File: src/hw/rtl/nucleotide_block_packer_macros.svh
// Assertion macros shared by the nucleotide block packer RTL.
`ifndef NUCLEOTIDE_BLOCK_PACKER_MACROS_SVH
`define NUCLEOTIDE_BLOCK_PACKER_MACROS_SVH
`ifndef SYNTHESIS
// Same-cycle implication, disabled during reset.
`define NBP_ASSERT_IMPLY(lbl, ante, cons) \
  lbl: assert property (@(posedge clk) disable iff (rst) (ante) |-> (cons)) \
    else $error("nbp check failed");
// Next-cycle implication, disabled during reset.
`define NBP_ASSERT_NEXT(lbl, ante, cons) \
  lbl: assert property (@(posedge clk) disable iff (rst) (ante) |=> (cons)) \
    else $error("nbp check failed");
`else
`define NBP_ASSERT_IMPLY(lbl, ante, cons)
`define NBP_ASSERT_NEXT(lbl, ante, cons)
`endif
`endif

File: src/hw/rtl/nbp_pkg.sv
// Types and constants shared by the nucleotide block packer.
`timescale 1ns / 1ps
package nbp_pkg;

  localparam int unsigned BlockChars = 32;
  localparam int unsigned SlotWidth  = $clog2(BlockChars);

  // Two-bit nucleotide codes.
  localparam logic [1:0] CodeA = 2'd0;
  localparam logic [1:0] CodeC = 2'd1;
  localparam logic [1:0] CodeG = 2'd2;
  localparam logic [1:0] CodeT = 2'd3;

  // Upper case ASCII letters that the mapper recognises.
  localparam logic [7:0] AsciiA = 8'h41;
  localparam logic [7:0] AsciiC = 8'h43;
  localparam logic [7:0] AsciiG = 8'h47;
  localparam logic [7:0] AsciiN = 8'h4E;
  localparam logic [7:0] AsciiT = 8'h54;
  localparam logic [7:0] AsciiU = 8'h55;
  localparam logic [7:0] AsciiX = 8'h58;

  // Lower case range and the offset that folds it to upper case.
  localparam logic [7:0] AsciiLowA  = 8'h61;
  localparam logic [7:0] AsciiLowZ  = 8'h7A;
  localparam logic [7:0] CaseOffset = 8'h20;

  // Result of mapping one character.
  typedef struct packed {
    logic [1:0] code;
    logic       flag;
    logic       bad;
  } map_t;

endpackage

File: src/hw/rtl/nbp_char_map.sv
// Character to two-bit code mapper of the nucleotide block packer.
`timescale 1ns / 1ps
module nbp_char_map (
  input  logic [7:0]   character,
  output nbp_pkg::map_t map
);

  logic [7:0] upper;

  // Fold lower case letters onto upper case before decoding.
  always_comb begin
    if (character >= nbp_pkg::AsciiLowA && character <= nbp_pkg::AsciiLowZ) begin
      upper = character - nbp_pkg::CaseOffset;
    end else begin
      upper = character;
    end
  end

  always_comb begin
    map.code = nbp_pkg::CodeA;
    map.flag = 1'b0;
    map.bad  = 1'b0;
    unique case (upper)
      nbp_pkg::AsciiA: map.code = nbp_pkg::CodeA;
      nbp_pkg::AsciiC: map.code = nbp_pkg::CodeC;
      nbp_pkg::AsciiG: map.code = nbp_pkg::CodeG;
      nbp_pkg::AsciiT,
      nbp_pkg::AsciiU: map.code = nbp_pkg::CodeT;
      nbp_pkg::AsciiN: begin
        map.code = nbp_pkg::CodeA;
        map.flag = 1'b1;
      end
      nbp_pkg::AsciiX: begin
        map.code = nbp_pkg::CodeT;
        map.flag = 1'b1;
      end
      default: begin
        // Anything unrecognised is read as N and counted.
        map.code = nbp_pkg::CodeA;
        map.flag = 1'b1;
        map.bad  = 1'b1;
      end
    endcase
  end

endmodule

File: src/hw/rtl/nucleotide_block_packer.sv
// Top level of the nucleotide block packer.
`timescale 1ns / 1ps
// The packer takes one sequence character per word on the character channel and
// packs nucleotides in blocks of 32. Lower case is folded to upper case and U is
// read as T; A, C, G and T become codes 0 to 3, N becomes code 0 with its flag
// set, and X becomes code 3 with its flag set. Any other byte, including bytes of
// 128 and above, is read as N and raises a bad-character count that saturates at
// its maximum. After the 32nd character of a block one word appears on the result
// channel: high_word holds the codes of characters 16 to 31, low_word those of
// characters 0 to 15 (earliest character in the lowest bits), flag_word one flag
// bit per character, and bad_total the count so far, this block included. A
// partial block produces nothing and is discarded by reset. The block accepts one
// character every cycle while char_stall is low: a character is registered on
// entry and is then mapped and shifted into the packing registers, and the
// result register is loaded as the last character of a block leaves the entry
// register. The result register holds a finished block while the next one is being
// filled, and the character channel stalls only when the entry register holds the
// last character of a block and the result register is still waiting to be taken.
`include "nucleotide_block_packer_macros.svh"
module nucleotide_block_packer (
  input  logic        clk,
  input  logic        rst,
  input  logic        char_valid,
  output logic        char_stall,
  input  logic [7:0]  character,
  output logic        word_valid,
  input  logic        word_stall,
  output logic [31:0] high_word,
  output logic [31:0] low_word,
  output logic [31:0] flag_word,
  output logic [31:0] bad_total
);

  // Entry register.
  logic       held_valid;
  logic [7:0] held_char;

  // Packing state.
  logic [63:0]                    code_shift;
  logic [31:0]                    flag_shift;
  logic [nbp_pkg::SlotWidth-1:0]  slot_count;
  logic [31:0]                    bad_count;

  logic [63:0]   code_shift_next;
  logic [31:0]   flag_shift_next;
  logic [31:0]   bad_count_next;
  nbp_pkg::map_t map;
  logic          last_slot;
  logic          advance;

  nbp_char_map u_map (
    .character (held_char),
    .map       (map)
  );

  // The held character may move on unless it closes a block whose result
  // cannot yet be written because the previous one is still stalled.
  assign last_slot  = (slot_count == nbp_pkg::SlotWidth'(nbp_pkg::BlockChars - 1));
  assign advance    = held_valid && !(last_slot && word_valid && word_stall);
  assign char_stall = held_valid && !advance;

  // New codes enter at the top and move towards bit 0, so that after a full
  // block the earliest character sits in the lowest bits.
  assign code_shift_next = {map.code, code_shift[63:2]};
  assign flag_shift_next = {map.flag, flag_shift[31:1]};

  // The bad-character count sticks at all ones.
  always_comb begin
    if (map.bad && bad_count != 32'hFFFF_FFFF) begin
      bad_count_next = bad_count + 32'd1;
    end else begin
      bad_count_next = bad_count;
    end
  end

  always_ff @(posedge clk) begin
    if (rst) begin
      held_valid <= 1'b0;
    end else if (char_valid && !char_stall) begin
      held_valid <= 1'b1;
    end else if (advance) begin
      held_valid <= 1'b0;
    end
  end

  always_ff @(posedge clk) begin
    if (char_valid && !char_stall) begin
      held_char <= character;
    end
  end

  always_ff @(posedge clk) begin
    if (rst) begin
      code_shift <= '0;
      flag_shift <= '0;
      slot_count <= '0;
      bad_count  <= '0;
    end else if (advance) begin
      slot_count <= slot_count + 1'b1;
      bad_count  <= bad_count_next;
      if (last_slot) begin
        code_shift <= '0;
        flag_shift <= '0;
      end else begin
        code_shift <= code_shift_next;
        flag_shift <= flag_shift_next;
      end
    end
  end

  // Result register: loaded when a block closes, emptied when taken.
  always_ff @(posedge clk) begin
    if (rst) begin
      word_valid <= 1'b0;
    end else if (advance && last_slot) begin
      word_valid <= 1'b1;
    end else if (word_valid && !word_stall) begin
      word_valid <= 1'b0;
    end
  end

  always_ff @(posedge clk) begin
    if (advance && last_slot) begin
      high_word <= code_shift_next[63:32];
      low_word  <= code_shift_next[31:0];
      flag_word <= flag_shift_next;
      bad_total <= bad_count_next;
    end
  end

  `NBP_ASSERT_NEXT(a_block_close_loads, advance && last_slot, word_valid)
  `NBP_ASSERT_NEXT(a_slot_steps, advance,
                   slot_count == nbp_pkg::SlotWidth'($past(slot_count) + 1'b1))
  `NBP_ASSERT_NEXT(a_bad_monotonic, 1'b1, bad_count >= $past(bad_count))
  `NBP_ASSERT_IMPLY(a_stall_needs_held, char_stall, held_valid && last_slot)
  `NBP_ASSERT_IMPLY(a_empty_block_clear, slot_count == '0,
                    code_shift == '0 && flag_shift == '0)

endmodule

File: config.mk
export PLATFORM = sky130hd
export DESIGN_NAME = nucleotide_block_packer
export DESIGN_NICKNAME = d
export VERILOG_FILES = /design/src/hw/rtl/nbp_pkg.sv /design/src/hw/rtl/nbp_char_map.sv /design/src/hw/rtl/nucleotide_block_packer.sv
export VERILOG_INCLUDE_DIRS = /design/src /design/src/hw/rtl
export SDC_FILE = /design/constraint.sdc
export NUM_CORES = 1
export LEC_CHECK = 0
export BUFFER_PORTS_ARGS = -buffer_cell sky130_fd_sc_hd__buf_2
export CORE_ASPECT_RATIO = 0.5
export CORE_MARGIN = 2
export CORE_UTILIZATION = 50
export DETAILED_ROUTE_END_ITERATION = 16
export GPL_ROUTABILITY_DRIVEN = 0
export PLACE_DENSITY = 0.71
export SLEW_MARGIN = 20
export SYNTH_ARGS = -nofsm -noshare
export SYNTH_HDL_FRONTEND = slang
export SYNTH_SLANG_ARGS = --single-unit
File: constraint.sdc
create_clock -name clk -period 10.5 [get_ports clk]
set_input_delay 2.1 -clock clk [delete_from_list [all_inputs] [get_ports clk]]
set_output_delay 2.1 -clock clk [all_outputs]
set_load 0.005 [all_outputs]
# Yosys cells after proc, flatten, opt, wreduce, memory -nomap -nowiden
# Cells that the tools add are included.
[word_totals]
ff_bits = 271
in_bits = 12
out_inout_bits = 130
word_cells = 54
[op_classes]
add_sub_neg = 3
order_cmp = 2
n_eq_ne = 9
muxes = 11
reduce_logical = 18
[ops]
columns = ["cell", "n"]
rows = [
  ["32-bit two-way mux", 2],
  ["64-bit two-way mux", 1],
  ["8-bit by 7-bit equality test with 1-bit output (second input constant)", 7],
  ["32-bit by 1-bit adder with 32-bit output (second input constant)", 1],
  ["32-bit inequality test (second input constant)", 1],
  ["1-bit logical AND", 9],
  ["8-bit by 7-bit greater-or-equal comparator with 1-bit output (second input constant)", 1],
  ["8-bit by 7-bit less-or-equal comparator with 1-bit output (second input constant)", 1],
  ["8-bit two-way mux", 1],
  ["8-bit by 6-bit subtractor with 8-bit output (second input constant)", 1],
  ["7-bit OR reduction", 1],
  ["1-bit two-way mux", 6],
  ["2-bit one-hot mux with 3 select lines", 1],
  ["5-bit by 1-bit adder with 5-bit output (second input constant)", 1],
  ["5-bit equality test (second input constant)", 1],
  ["5-bit OR reduction", 1],
  ["1-bit zero test", 4],
  ["2-bit nonzero test", 2],
  ["3-bit OR reduction", 1],
]

# Longest topological paths before layout
# Gate-level depths: netlist of run 1.
[depth]
ltp_word = 10
ltp_mapped = 11

# Modules after synthesis
# From an unflattened synthesis of run 1, not the netlist that was laid out.
[unflattened]
hier_cells = 808
hier_area_um2 = 10003.3
[by_module_without_submodules]
columns = ["module", "instances", "cells_per_inst", "area_per_inst_um2", "seq_area_each_um2"]
rows = [
  ["nucleotide_block_packer", 1, 772, 9735.6, 6726.5],
  ["nbp_char_map", 1, 36, 267.8, 0.0],
]

# Worst setup path before layout of run 1
# No wires, ideal clock.
[synth_timing]
path_type = "input port to flip-flop"
startpoint = "input word_stall"
endpoint = "register bad_total[0], enable pin"
setup_ns = 0.503
arrival_time_ns = 5.198
required_ns = 9.997
slack_ns = 4.799
stages = 2
path_buffers = 0
cell_sequence = "nand3_1 > and3_1"
[synth_via]
elab_chain_len = 4
[synth_lines]
columns = ["element", "line", "source"]
rows = [
  ["from (decl)", "nucleotide_block_packer.sv:27", "input logic word_stall,"],
  ["1-bit logical AND", "nucleotide_block_packer.sv:59", "assign advance = held_valid && !(last_slot && word_valid && word_stall);"],
  ["1-bit zero test", "nucleotide_block_packer.sv:59", ""],
  ["1-bit logical AND", "nucleotide_block_packer.sv:59", ""],
  ["1-bit logical AND", "nucleotide_block_packer.sv:123", "if (advance && last_slot) begin"],
  ["to (signal assigned)", "nucleotide_block_packer.sv:127", "bad_total <= bad_count_next;"],
  ["to (decl)", "nucleotide_block_packer.sv:31", "output logic [31:0] bad_total"],
]
# Every way passes these cells.
# A chain may end at the register's enable or synchronous reset.

# Final worst setup path of run 1
[layout_timing]
startpoint = "input word_stall"
endpoint = "output char_stall"
[layout_via]
elab_chain_len = 5
[layout_lines]
columns = ["element", "line", "source"]
rows = [
  ["1-bit logical AND", "nucleotide_block_packer.sv:59", ""],
  ["1-bit zero test", "nucleotide_block_packer.sv:59", ""],
  ["1-bit logical AND", "nucleotide_block_packer.sv:59", ""],
  ["1-bit zero test", "nucleotide_block_packer.sv:60", "assign char_stall = held_valid && !advance;"],
  ["1-bit logical AND", "nucleotide_block_packer.sv:60", ""],
  ["to (decl)", "nucleotide_block_packer.sv:24", "output logic char_stall,"],
]
# Every way passes these cells.

==> impl_metrics.tcl, run 1 <==
set metrics [dict create \
    post_drt_wl_per_cell_um 15.95 \
    synth_edf_count 136 \
    core_mm2 0.02042 \
    ys_seq_elements 268 \
    synthTopCellsByArea "edfxtp_1, dfxtp_1, nand3b_1, a21oi_1, nand2_1" \
    cp_max_fo 3 \
    yosys_warnings 0 \
    numCtsBuffers 23 \
    ant_nets 0 \
    total_power_mw 1.963 \
    drt_iter0_markers 461 \
    cts_resized 0 \
    timing.slew.headroom_pct 30.24 \
    rows 37 \
    drv_cap 0 \
    critical_path_required_ps 8400 \
    fill_cells 1669 \
    synth.distinct_cells 51 \
    post_drt_via_cell_ratio 5.407 \
    fp.dieW_um 207.2 \
    grt_usage_pct 18.43 \
    grt_pass1_vias 6599 \
    clk_latency_ps 510 \
    setup_violations 0 \
    synth_cells 896 \
    start_kind "primary input" \
    netlist.area_leader.share_pct 39.55 \
    nNetsFinal 1024 \
    design_area_mm2 0.01193 \
    async_reset_ff_share_pct 0 \
    mostFrequentLayoutCells "buf_2, edfxtp_1, dfxtp_1, a21oi_1, nand2_1" \
    end_kind "output pin" \
    grt_max_degree 96 \
    io_buffer_count 141 \
    hold_slack_ps 430.6 \
    ys_seq_area_share_pct 65.15 \
    clock_skew_ps 8.888 \
    routed_wl_um 20700 \
    mappedNetlistNets 912 \
    pwr_density_cell_mw_per_mm2 164.6 \
    setup_tns_ps 0 \
    antenna_found_initial 0 \
    fp.dieArea_mm2 0.02189 \
    drtPass1Iterations 4 \
    num_vias 7018 \
    outcome "finished, final reports clean" \
    syn2layout_area_growth_pct 15.55 \
    worst_slack_ps 5828 \
    grt_pass1_wl_um 33570 \
    die_height_um 105.6 \
    rsz0062_at_grt "false" \
    cts_root_buf "clkbuf_16" \
    syn_area_mm2 0.01032 \
    layout-drive-gt1-share_pct 20.20 \
    ctsHtreeMaxLevel 1 \
    fin_crit_sh_pct 44.50 \
    clockBufferDepth 3 \
    post-place-ws_ps 5836 \
    finalHoldViolCount 0 \
    path_class "primary input to output pin" \
    antenna_cells 0 \
    p_leak_nw 4.298 \
    ys.flop_type "edfxtp_1" \
    placed_area_mm2 0.01119 \
    cp_data_arrival_time_ps 2570 \
    initial_core_util_pct 50.57 \
    final_common_cell "buf_2" \
    cts_tree "yes" \
    clk_pin_slew_worst_paths_ps 60 \
    min_period_ps 4672 \
    max_freq_mhz 214.0 \
    tightest_slew_ps 1046 \
    synth_area_leader_cell "edfxtp_1" \
    pin_count 142 \
    clock-sinks 268 \
    post_cts_buffers 0 \
    overflow 0 \
    drc 0 \
    syn_avg_cell_area_um2 11.52 \
    holdBufCountCts 0 \
    hp-class "register to register" \
    final_max_slew_viol_count 0 \
    peakVddDrop_uv 106.8 \
    hpwlAfterDp_um 12270 \
]
## stage by stage
stage               cells  util (%)
floorplan             896         -
global placement     1256     54.81
detailed placement   1256     54.81
CTS                  1298     58.42
global route         1298     58.44
finish               1298     58.44
## area by class of cell
class | instances | area (µm²) | area share [%]
sequential | 268 | 6730 | 56.41
timing repair buffer | 148 | 760.7 | 6.377
clock buffer | 33 | 683.2 | 5.726
tap | 273 | 341.6 | 2.863
inverter | 6 | 22.52 | 0.1888
multi-input combinational | 561 | 3338 | 27.98
clock inverter | 9 | 53.80 | 0.4510
## cells in the mapped netlist, types with 6 or more instances
cell / instances
or4_1: 18
xnor2_1: 8
nor4_1: 7
dfxtp_1: 132
nand4_1: 12
inv_1: 6
o31ai_1: 18
nor2b_1: 9
buf_2: 6
xor2_1: 27
a21oi_1: 121
buf_1: 13
edfxtp_1: 136
clkbuf_1: 37
nand3_1: 16
nand2_1: 118
nor3_1: 12
nand3b_1: 92
nor2_1: 40
## cell families after synthesis
| kind of cell | count (synthesis) | synth area share (%) |
|---|---|---|
| AND/OR/NAND/NOR | 354 | 19.22 |
| XOR/XNOR | 35 | 2.969 |
| adder cells (fa/ha/maj) | 4 | 0.4848 |
| AO/OA/AOI/OAI | 160 | 8.616 |
| buffers and inverters | 67 | 2.690 |
| flip-flops | 268 | 65.15 |
| multiplexers | 8 | 0.8725 |
## per-layer routing
metal  GRT usage, %  share of wire, %  up-vias
met5              0                 0        -
met4          4.847               1.9        0
met3          3.218               3.6       33
met2          30.40                49      134
met1          25.41                45     3386
li1               -                 -     3465
## flip-flops by register name, summed over array words and instances (netlist names), 5 cells and up
name and count:
flag_word 32, bad_count 32, high_word 32, flag_shift 31, bad_total 32, held_char 8, slot_count 5, low_word 32
code_shift 62
## final timing paths
kind,start,end,slack [ps],cells after the start
min,flag_shift[1]$_SDFFE_PP0P_,flag_word[0]$_DFFE_PP_,430,0
max,word_stall,char_stall,5830,4
min reg2reg,flag_shift[1]$_SDFFE_PP0P_,flag_word[0]$_DFFE_PP_,430,0
max reg2reg,slot_count[0]$_SDFFE_PP0P_,bad_total[19]$_DFFE_PP_,6870,6
## where the power goes
part	leakage (nW)	switching, mW	total, mW	internal, mW
Clock	0.368	0.366	0.822	0.455
Combinational	1.54	0.0287	0.0378	0.00905
Sequential	2.39	0.0105	1.10	1.09
Total	4.30	0.406	1.96	1.56
## worst max-delay path, cell delays in order
cell and delay [ps]:
buf_2 100, nand4_1 120, inv_1 130, buf_2 120
Power figures use the tool's default switching activity.
==> run 2: changes to the inputs <==
- clock period: 10.5 -> 4.6 ns (I/O delays scaled with it)
==> impl_metrics.tcl, run 2 (synthesized netlist as in run 1, its figures left out) <==
set metrics [dict create \
    ant_nets 0 \
    drv_cap 0 \
    post_cts_buffers 0 \
    critPathTopFamily "buffers and inverters" \
    holdBufCountCts 0 \
    initial_core_util_pct 50.57 \
    die_height_um 105.6 \
    r2r_start "slot_count[0]$_SDFFE_PP0P_" \
    cp_max_fo 60 \
    placed_area_mm2 0.01121 \
    end_kind "output pin" \
    io_buffer_count 141 \
    layout-drive-gt1-share_pct 20.53 \
    ctsHtreeMaxLevel 1 \
    cts_root_buf "clkbuf_16" \
    r2r_end "code_shift[43]$_SDFFE_PP0P_" \
    p_leak_nw 4.363 \
    drc 0 \
    syn2layout_area_growth_pct 17.01 \
    tightest_slew_ps 936.0 \
    worst_r2r_path_depth 8 \
    whs_path_depth 0 \
    peakVddDrop_uv 204.2 \
    post-place-cells 1257 \
    fin_crit_sh_pct 78.23 \
    final_common_cell "buf_2" \
    mostFrequentLayoutCells "buf_2, edfxtp_1, dfxtp_1, a21oi_1, nand2_1" \
    pwr_density_cell_mw_per_mm2 393.5 \
    cts_tree "yes" \
    drt_iter0_markers 418 \
    cp.depth 7 \
    numCtsBuffers 24 \
    critical_path_required_ps 3680 \
    max_stage_delay_ps 500 \
    min_period_ps 3599 \
    fin_util_pct 59.18 \
    cts_resized 0 \
    nNetsFinal 1026 \
    clockBufferDepth 3 \
    clk_latency_ps 520 \
    cp_data_arrival_time_ps 2680 \
    core_mm2 0.02042 \
    grt_pass1_wl_um 33670 \
    routed_wl_um 20770 \
    antenna_found_initial 0 \
    design_area_mm2 0.01208 \
    drtPass1Iterations 5 \
    largest_reg_flops 62 \
    post_drt_via_cell_ratio 5.436 \
    pin_count 142 \
    hp-class "register to register" \
    outcome "finished, final reports clean" \
    start_kind "register" \
    fp.dieArea_mm2 0.02189 \
    r2r_setup_slack_ps 1640 \
    clock-sinks 268 \
    finalNonFillerCells 1301 \
    cp_slowest_cell "ha_2" \
    path_class "register to output pin" \
    total_power_mw 4.755 \
    path_buf_inv 3 \
    grt_max_degree 93 \
    rows 37 \
    rsz0062_at_grt "false" \
    clk_pin_slew_worst_paths_ps 60 \
    max_freq_mhz 277.9 \
    grt_pass1_vias 6528 \
    regMostFlops "code_shift" \
    holdPathEnd "flag_word[0]$_DFFE_PP_" \
    setup_violations 0 \
    num_vias 7072 \
    final_max_slew_viol_count 0 \
    timing.slew.headroom_pct 37.60 \
    hold_path.startpoint "flag_shift[1]$_SDFFE_PP0P_" \
    cp_cell_sequence "ha_1 -> and3_1 -> ha_2 -> buf_4 -> nand4_1 -> inv_1 -> buf_2" \
    overflow 0 \
    fp.dieW_um 207.2 \
    finalHoldViolCount 0 \
    grt_usage_pct 18.56 \
    post_drt_wl_per_cell_um 15.96 \
    setup_tns_ps 0 \
    antenna_cells 0 \
    clock_skew_ps 14.19 \
    hpwlAfterDp_um 12740 \
]
-- run 2: changes by cell type in the layout (fill, tap and decap cells not counted), sizes merged --
| cell | change |
|---|---|
| buf | +1 |
| clkbuf | -4 |
| clkinvlp | +1 |
| inv | -2 |
| bufinv | +4 |
| clkinv | +3 |
-- run 2: worst max-delay path by stage --
stage                                    start                     end  slack, ps
CTS                 slot_count[0]$_SDFFE_PP0P_              char_stall        990
global placement    slot_count[0]$_SDFFE_PP0P_              char_stall       1600
finish              slot_count[0]$_SDFFE_PP0P_              char_stall       1000
detailed placement  slot_count[0]$_SDFFE_PP0P_              char_stall       1560
global route        slot_count[0]$_SDFFE_PP0P_              char_stall        730
floorplan           slot_count[0]$_SDFFE_PP0P_  bad_total[0]$_DFFE_PP_          5
-- run 2: worst reg2reg max path, stage by stage (launching register included) --
cell	delay, ps
dfxtp_1	390
ha_1	180
and3_1	160
ha_2	500
nand3_1	260
nand2_4	630
buf_4	500
nand2_1	120
a21oi_1	160
-- run 2: layer usage --
layer,vias up,wire length (µm),share of wire [%],global-route usage (%)
li1,3471,-,-,-
met3,23,904,4.4,3.278
met5,-,0,0,0
met4,0,306,1.5,3.929
met2,152,10140,49,30.76
met1,3426,9415,45,25.81
-- run 2: final cells by class --
type                       count  area (µm²)
sequential                   268        6730
clock buffer                  29       680.7
multi-input combinational    561        3338
fill                        1663        8334
inverter                       6       22.52
timing repair buffer         149       780.7
clock inverter                15       187.7
tap                          273       341.6
-- run 2: metrics by stage --
| step | setup WS (ps) | hold WS [ps] |
|---|---|---|
| 5_1_grt | 733.4 | 449.3 |
| 3_5_place_dp | 1561 | 423.8 |
| 6_report | 1001 | 433.3 |
| 2_1_floorplan | 4.676 | 408.1 |
| 3_3_place_gp | 1597 | 419.0 |
| 4_1_cts | 993.9 | 434.6 |
-- run 2: power breakdown --
group          total (mW)  switching, mW  internal (mW)
Sequential           2.51         0.0114           2.50
Combinational      0.0973         0.0762         0.0211
Clock                2.15          0.868           1.28
==> run 3: changes to the inputs <==
- clock period: 4.6 -> 3.4 ns (I/O delays scaled with it)
==> impl_metrics.tcl, run 3 (synthesized netlist as in run 1, its figures left out) <==
set metrics [dict create \
    clk_pin_slew_worst_paths_ps 60 \
    fp.dieW_um 207.2 \
    cts_tree "yes" \
    cp_data_arrival_time_ps 2470 \
    holdBufCountCts 0 \
    mostFrequentLayoutCells "buf_2, edfxtp_1, dfxtp_1, a21oi_1, nand2_1" \
    grt_pass1_wl_um 34040 \
    die_height_um 105.6 \
    fin_util_pct 59.53 \
    r2r_end "bad_count[16]$_SDFFE_PP0P_" \
    multiInputGateArea_mm2 0.003336 \
    post-place-cells 1260 \
    grt_usage_pct 18.81 \
    p_leak_nw 4.398 \
    final_common_cell "buf_2" \
    clock-sinks 268 \
    grt_pass1_vias 6746 \
    peakVddDrop_uv 344.5 \
    timing.slew.headroom_pct 35.27 \
    grt_max_degree 95 \
    cp_max_fo 94 \
    setup_tns_ps 0 \
    core_mm2 0.02042 \
    ant_nets 0 \
    rsz0062_at_grt "false" \
    post_drt_via_cell_ratio 5.407 \
    syn2layout_area_growth_pct 17.72 \
    path_class "register to output pin" \
    regMostFlops "code_shift" \
    end_kind "output pin" \
    fin_crit_sh_pct 92.53 \
    start_kind "register" \
    largest_reg_flops 62 \
    pwr_density_cell_mw_per_mm2 540.3 \
    drc 0 \
    max_freq_mhz 317.9 \
    fp.dieArea_mm2 0.02189 \
    initial_core_util_pct 50.57 \
    layout-drive-gt1-share_pct 20.47 \
    cts_resized 0 \
    clock_skew_ps 14.76 \
    seqCellArea_mm2 0.006730 \
    final_max_slew_viol_count 0 \
    crit_start "slot_count[1]$_SDFFE_PP0P_" \
    setup_violations 0 \
    pin_count 142 \
    nNetsFinal 1029 \
    routed_wl_um 20820 \
    hp-class "primary input to register" \
    clk_latency_ps 520 \
    worst_r2r_path_depth 9 \
    r2r_start "slot_count[0]$_SDFFE_PP0P_" \
    antenna_found_initial 0 \
    post_cts_buffers 0 \
    io_buffer_count 141 \
    rows 37 \
    endpoint "char_stall" \
    drt_iter0_markers 331 \
    finalHoldViolCount 0 \
    r2r_setup_slack_ps 800 \
    antenna_cells 0 \
    fill_cells 1639 \
    numCtsBuffers 24 \
    total_power_mw 6.566 \
    post_drt_wl_per_cell_um 15.97 \
    hold_slack_ps 343.9 \
    hpwlAfterDp_um 12710 \
    overflow 0 \
    ctsHtreeMaxLevel 1 \
    num_vias 7051 \
    clockBufferDepth 3 \
    tightest_slew_ps 971.0 \
    cts_root_buf "clkbuf_16" \
    finalNonFillerCells 1304 \
    critical_path_required_ps 2720 \
    drv_cap 0 \
    outcome "finished, final reports clean" \
    min_period_ps 3146 \
    drtPass1Iterations 5 \
]
-- run 3: changes by cell type in the layout (fill, tap and decap cells not counted), moves of 2 or more --
cell,delta
clkbuf_1,+2
clkbuf_8,-3
bufinv_16,+3
buf_12,+2
-- run 3: worst min path at each step --
stage	from	slack, ps	depth (start not counted)	endpoint
floorplan	flag_shift[1]$_SDFFE_PP0P_	410	0	flag_word[0]$_DFFE_PP_
global placement	flag_shift[1]$_SDFFE_PP0P_	420	0	flag_word[0]$_DFFE_PP_
detailed placement	code_shift[3]$_SDFFE_PP0P_	410	0	low_word[1]$_DFFE_PP_
CTS	character[0]	320	1	held_char[0]$_DFFE_PP_
global route	character[0]	320	1	held_char[0]$_DFFE_PP_
finish	character[6]	340	1	held_char[6]$_DFFE_PP_
-- run 3: worst max-delay path, stage by stage, from the launching register on --
cell	delay, ps
dfxtp_1	380
ha_1	190
and3_1	170
ha_2	170
buf_4	580
nand4_1	210
inv_1	120
buf_2	120
-- run 3: stage by stage --
step | worst slack (ps) | area, µm²
after detailed placement | 797.4 | 11260
final | 253.9 | 12150
after global routing | 36.60 | 12150
after global placement | 870.9 | 11260
after floorplan | 267.4 | 10330
after CTS | 235.0 | 12150
-- run 3: area by class of cell --
class	count	area share, %
Clock inverter	17	2.254
Timing Repair Buffer	152	6.815
Multi-Input combinational cell	561	27.44
Sequential cell	268	55.37
Inverter	6	0.1853
Clock buffer	27	5.116
Tap cell	273	2.810
-- run 3: per-layer routing --
metal,vias to the layer above,routed length [µm],GRT usage (%)
met2,132,10140,31.60
met5,-,0,0
met1,3419,9445,25.42
met4,0,321,4.133
met3,28,914,3.814
li1,3472,-,-
-- run 3: power breakdown --
part / total, mW / switching, mW / internal, mW
clock network: 3.04 / 1.18 / 1.86
registers: 3.39 / 0.0160 / 3.38
logic: 0.136 / 0.104 / 0.0313
total: 6.57 / 1.30 / 5.27
